[src/sv/energy_voice_activity_segmenter_macros.svh]
// assertion macros for the energy voice activity segmenter
// used by modules that check their own sequencing; expects clk and rst_n in scope
`ifndef ENERGY_VOICE_ACTIVITY_SEGMENTER_MACROS_SVH
`define ENERGY_VOICE_ACTIVITY_SEGMENTER_MACROS_SVH

// same-cycle implication
`define EVAS_ASSERT_IMP(label, pre, post, msg) \
    label: assert property (@(posedge clk) disable iff (!rst_n) (pre) |-> (post)) else $error(msg);

// next-cycle implication
`define EVAS_ASSERT_NXT(label, pre, post, msg) \
    label: assert property (@(posedge clk) disable iff (!rst_n) (pre) |=> (post)) else $error(msg);

`endif

[src/sv/evas_pkg.sv]
// shared types, constants and helpers of the energy voice activity segmenter
// no dependencies; used by the divider and the top level
package evas_pkg;

    localparam int CAL_BLOCKS_DEF = 256;
    localparam int BLOCK_MAX_DEF  = 65535;

    localparam int SAMPLE_W = 16;
    localparam int VAL_W    = 24;
    localparam int BCNT_W   = 16;
    localparam int SUM_W    = 32;
    localparam int FRAC_W   = 8;
    localparam int DIVD_W   = SUM_W + FRAC_W;
    localparam int GAIN_W   = 16;
    localparam int RATIO_W  = 9;
    localparam int PROD_W   = VAL_W + GAIN_W;
    localparam int ADDR_W   = 5;
    localparam int DATA_W   = 32;

    // register indexes
    localparam logic [2:0] REG_FLOOR   = 3'd0;
    localparam logic [2:0] REG_GAIN    = 3'd1;
    localparam logic [2:0] REG_RATIO   = 3'd2;
    localparam logic [2:0] REG_CAL_LEN = 3'd3;
    localparam logic [2:0] REG_SIL_TO  = 3'd4;
    localparam logic [2:0] REG_MAX_LEN = 3'd5;
    localparam logic [2:0] REG_PREROLL = 3'd6;

    // reset values of the registers
    localparam logic [VAL_W-1:0]   FLOOR_RST   = 24'd2560;
    localparam logic [GAIN_W-1:0]  GAIN_RST    = 16'd768;
    localparam logic [RATIO_W-1:0] RATIO_RST   = 9'd179;
    localparam logic [VAL_W-1:0]   CAL_LEN_RST = 24'd16000;
    localparam logic [VAL_W-1:0]   SIL_TO_RST  = 24'd12800;
    localparam logic [VAL_W-1:0]   MAX_LEN_RST = 24'd160000;
    localparam logic [VAL_W-1:0]   PREROLL_RST = 24'd4800;

    typedef enum logic [2:0] {
        EVT_CALIB   = 3'd0,
        EVT_IDLE    = 3'd1,
        EVT_START   = 3'd2,
        EVT_SPEAK   = 3'd3,
        EVT_END_SIL = 3'd4,
        EVT_END_LEN = 3'd5
    } event_t;

    typedef struct packed {
        logic busy;
        logic done;
    } div_stat_t;

    // saturating 24-bit add
    function automatic logic [VAL_W-1:0] sat_add(input logic [VAL_W-1:0] a,
                                                 input logic [VAL_W-1:0] b);
        logic [VAL_W:0] s;
        s = {1'b0, a} + {1'b0, b};
        return s[VAL_W] ? {VAL_W{1'b1}} : s[VAL_W-1:0];
    endfunction

endpackage

[src/sv/evas_div.sv]
// restoring divider, one quotient bit per cycle, for the block mean
// depends on evas_pkg for widths and the status struct
module evas_div (
    input  logic                          clk,
    input  logic                          rst_n,
    input  logic                          start,
    input  logic [evas_pkg::DIVD_W-1:0]   dividend,
    input  logic [evas_pkg::BCNT_W-1:0]   divisor,
    output logic [evas_pkg::VAL_W-1:0]    quotient,
    output evas_pkg::div_stat_t           stat
);

    localparam int CNT_W = $clog2(evas_pkg::DIVD_W + 1);

    logic [evas_pkg::DIVD_W-1:0]   quo_reg;
    logic [evas_pkg::BCNT_W:0]     rem_reg;
    logic [evas_pkg::BCNT_W-1:0]   dsr_reg;
    logic [CNT_W-1:0]              cnt_reg;
    logic                          busy_reg;
    logic                          done_reg;

    logic [evas_pkg::BCNT_W:0]     rem_sh;
    logic                          ge;
    logic [evas_pkg::BCNT_W:0]     rem_next;
    logic [evas_pkg::DIVD_W-1:0]   quo_next;

    // one shift-subtract step
    always_comb
    begin
        rem_sh   = {rem_reg[evas_pkg::BCNT_W-1:0], quo_reg[evas_pkg::DIVD_W-1]};
        ge       = rem_sh >= {1'b0, dsr_reg};
        rem_next = ge ? (rem_sh - {1'b0, dsr_reg}) : rem_sh;
        quo_next = {quo_reg[evas_pkg::DIVD_W-2:0], ge};
    end

    // operand and payload registers
    always_ff @(posedge clk)
    begin
        if (start)
        begin
            quo_reg <= dividend;
            rem_reg <= '0;
            dsr_reg <= divisor;
        end
        else if (busy_reg)
        begin
            quo_reg <= quo_next;
            rem_reg <= rem_next;
        end
    end

    // step counter and status
    always_ff @(posedge clk or negedge rst_n)
    begin
        if (!rst_n)
        begin
            cnt_reg  <= '0;
            busy_reg <= 1'b0;
            done_reg <= 1'b0;
        end
        else if (start)
        begin
            cnt_reg  <= CNT_W'(evas_pkg::DIVD_W);
            busy_reg <= 1'b1;
            done_reg <= 1'b0;
        end
        else if (busy_reg)
        begin
            cnt_reg <= cnt_reg - 1'b1;
            if (cnt_reg == CNT_W'(1))
            begin
                busy_reg <= 1'b0;
                done_reg <= 1'b1;
            end
        end
        else
        begin
            done_reg <= 1'b0;
        end
    end

    assign quotient  = quo_reg[evas_pkg::VAL_W-1:0];
    assign stat.busy = busy_reg;
    assign stat.done = done_reg;

endmodule
[config.mk]
export PLATFORM = sky130hd
export DESIGN_NAME = evas_div
export DESIGN_NICKNAME = d
export VERILOG_FILES = /design/src/sv/energy_voice_activity_segmenter_macros.svh /design/src/sv/evas_pkg.sv /design/src/sv/evas_div.sv
export SDC_FILE = /design/constraint.sdc
export NUM_CORES = 1
export LEC_CHECK = 0
export BUFFER_PORTS_ARGS = -buffer_cell sky130_fd_sc_hd__buf_2
export CELL_PAD_IN_SITES_DETAIL_PLACEMENT = 1
export CELL_PAD_IN_SITES_GLOBAL_PLACEMENT = 2
export CORE_UTILIZATION = 30
export CTS_BUF_LIST = sky130_fd_sc_hd__clkbuf_8 sky130_fd_sc_hd__clkbuf_16
export CTS_CLUSTER_DIAMETER = 50
export CTS_CLUSTER_SIZE = 30
export DETAILED_ROUTE_END_ITERATION = 8
export PLACE_DENSITY = 0.76
export SLEW_MARGIN = 5
export SYNTH_ARGS = -nofsm -noshare
export SYNTH_HDL_FRONTEND = slang
export SYNTH_SLANG_ARGS = --single-unit
[constraint.sdc]
create_clock -name clk -period 2.79 [get_ports clk]
set_clock_uncertainty 0.15 [all_clocks]
set_input_delay 0.4185 -clock clk [delete_from_list [all_inputs] [get_ports clk]]
set_output_delay 0.4185 -clock clk [all_outputs]
set_load 0.02 [all_outputs]
==> flow_summary.json <==
{
  "synth_nets": 447,
  "fin_crit_sh": 0.923,
  "hp-class": "primary input to flip-flop",
  "postSynthAreaPerCell_um2": 11.5,
  "vias": 2871,
  "post_cts_buffers": 0,
  "yosys_most_used_dff": "edfxtp_1",
  "irDropWorstVdd_mv": 0.419,
  "p_leak_uw": 0.00215,
  "htree_levels": 3,
  "clkTransAtPathRegs_ns": 0.06,
  "grt_pass1_wl_um": 15100,
  "grt_usage": 0.132,
  "fmax_mhz": 388,
  "synthArstFlopShare": 0.100,
  "fin_crit_ns": 2.57,
  "critPathLaunchType": "flip-flop",
  "r2r_cells": 11,
  "drv_cap": 0,
  "clock-sinks": 80,
  "grt_max_degree": 41,
  "hold_violations": 0,
  "fin_tns_setup_ns": 0,
  "r2r-start": "quo_reg[39]",
  "worst_slew_pin_slew_ns": 0.507,
  "worst_r2r_endpoint": "rem_reg[12]",
  "die_w_um": 121,
  "drive_above_1_share": 0.348,
  "drtIter0Drc": 103,
  "syn_area_um2": 4240,
  "cts_made_buffers": 9,
  "ant_nets": 0,
  "crit_type": "flip-flop to flip-flop",
  "die-area_um2": 14600,
  "largest_reg_flops": 40,
  "yosys_warnings": 0,
  "drcViolationCount": 0,
  "die_h_um": 121,
  "synth_edf_count": 56,
  "dp_hpwl_um": 6630,
  "num_io_pins": 85,
  "cts_tree": "done",
  "final_max_slew_viol_count": 0,
  "antennaDiodeCount": 0,
  "firstDrtPassIters": 5,
  "yosysUniqueCellTypes": 46,
  "grt_overflow": 0,
  "wl_per_cell_um": 14.6,
  "synth_seq_cells": 80,
  "grt_pass1_vias": 3057,
  "critPathRequiredTime_ns": 2.88,
  "core_area_um2": 13800,
  "p_total_uw": 2960,
  "p_per_area_nw_per_um2": 594,
  "status": "finished, final reports clean",
  "cts-root-buf": "clkbuf_16",
  "wl_um": 9030,
  "synth_top_area_share": 0.397,
  "startpoint": "quo_reg[39]",
  "r2r_setup_slack_ns": 0.22,
  "endpoint_kind": "flip-flop",
  "synth.area.top_cells": "edfxtp_1 (40%), mux2_2 (10%), dfxtp_1 (7.6%)",
  "rows": 43,
  "rsz0062_at_grt": "false",
  "area_delta_synth_final_pct": 17.7,
  "cts_buffer_depth": 2,
  "fillers": 1541,
  "viasPerCell": 4.65,
  "portBuffers": 84,
  "setup_viol": 0,
  "worst-path-max-fanout": 3,
  "worstHoldPathCells": 1,
  "antenna_found_initial": 1,
  "nets": 510,
  "synthCells": 369,
  "gp_congestion": 0.776,
  "relSlewSlack": 0.662,
  "setup.worst_path.end": "rem_reg[12]",
  "timing.hold.ws_ns": 0.102,
  "synth_area_leader_cell": "edfxtp_1",
  "cp.arrival_ns": 2.67,
  "yosysSeqAreaShare": 0.519,
  "initial_utilization": 0.307,
  "insertion_delay_ns": 0.34
}
Yosys cell counts (all sizes together), types with 3 or more instances:
library cell	n
edfxtp	56
mux2	39
nor2	37
buf	34
a21oi	26
inv	21
ha	18
nand2	17
dfxtp	16
a211oi	15
o21ai	10
xnor2	9
xor2	9
clkbuf	8
dfrtp	8
nand2b	8
mux2i	6
a21o	3
a31oi	3
nand4	3
cell type report:
| type | instances | area, um2 | area share |
|---|---|---|---|
| Sequential cell | 80 | 2200 | 0.441 |
| Clock inverter | 7 | 50.0 | 0.0100 |
| Multi-Input combinational cell | 226 | 1690 | 0.340 |
| Tap cell | 180 | 225 | 0.0451 |
| Clock buffer | 9 | 225 | 0.0451 |
| Timing Repair Buffer | 94 | 513 | 0.103 |
| Inverter | 21 | 78.8 | 0.0158 |
routing by layer:
| layer | share of wire | track usage |
|---|---|---|
| met1 | 0.46 | 0.164 |
| met2 | 0.46 | 0.206 |
| met3 | 0.073 | 0.0550 |
| met4 | 0.011 | 0.0417 |
| met5 | 0.0013 | 0 |
per-stage QoR:
stage | util | setup WS, ns | instance area [um2] | instances
after global placement | 0.340 | 0.311 | 4700 | 600
after global routing | 0.361 | 0.0280 | 4990 | 617
after CTS | 0.361 | 0.140 | 4980 | 617
final | 0.361 | 0.215 | 4990 | 617
after detailed placement | 0.340 | 0.213 | 4700 | 600
after floorplan | - | 0.494 | 4240 | 369
placed cells by master, fill, tap and decap left out, types with 9 or more instances in the layout:
cell type,n
buf_2,83
edfxtp_1,56
mux2_2,39
nor2_1,37
a21oi_1,24
inv_1,23
ha_1,18
nand2_1,17
dfxtp_1,16
a211oi_1,15
xnor2_1,9
xor2_1,9
clkbuf_16,9
buf_4,9
worst max-delay path, stage by stage (launching register included):
cell,delay (ns)
edfxtp_1,0.35
inv_1,0.05
ha_1,0.21
fa_1,0.41
nand2b_1,0.19
a21oi_2,0.17
or3_1,0.13
a21oi_1,0.11
o21bai_1,0.17
xor2_1,0.18
mux2i_1,0.09
a211oi_1,0.26
how the worst min path moves through the flow:
stage	startpoint	end
6_report	divisor[6]	dsr_reg[6]
3_5_place_dp	rst_n	cnt_reg[3]
4_1_cts	divisor[4]	dsr_reg[4]
5_1_grt	divisor[5]	dsr_reg[5]
2_1_floorplan	rst_n	busy_reg
3_3_place_gp	rst_n	done_reg
kinds of logic after synthesis:
logic type | count (synthesis) | share of synthesized area
DFF | 80 | 0.519
and+or+nand+nor | 77 | 0.0815
AOI/OAI and AO/OA | 67 | 0.104
buffers and inverters | 63 | 0.0818
muxes | 45 | 0.118
adders and majority gates | 19 | 0.0579
xor gates and xnor gates | 18 | 0.0372
where the power goes:
| part | switching (uW) | leakage (uW) | internal, uW | total (uW) |
|---|---|---|---|---|
| sequential | 54.3 | 0.000805 | 1390 | 1440 |
| combinational | 225 | 0.00120 | 198 | 423 |
| clock | 494 | 0.000139 | 604 | 1100 |
timing repair:
action | CTS | global route
endpoints found under the hold margin | 8 | 0
hold buffers | 1 | 0
resized for setup | 0 | 1
endpoints found under the setup margin | 0 | 1
(Power assumes the default switching activity.)
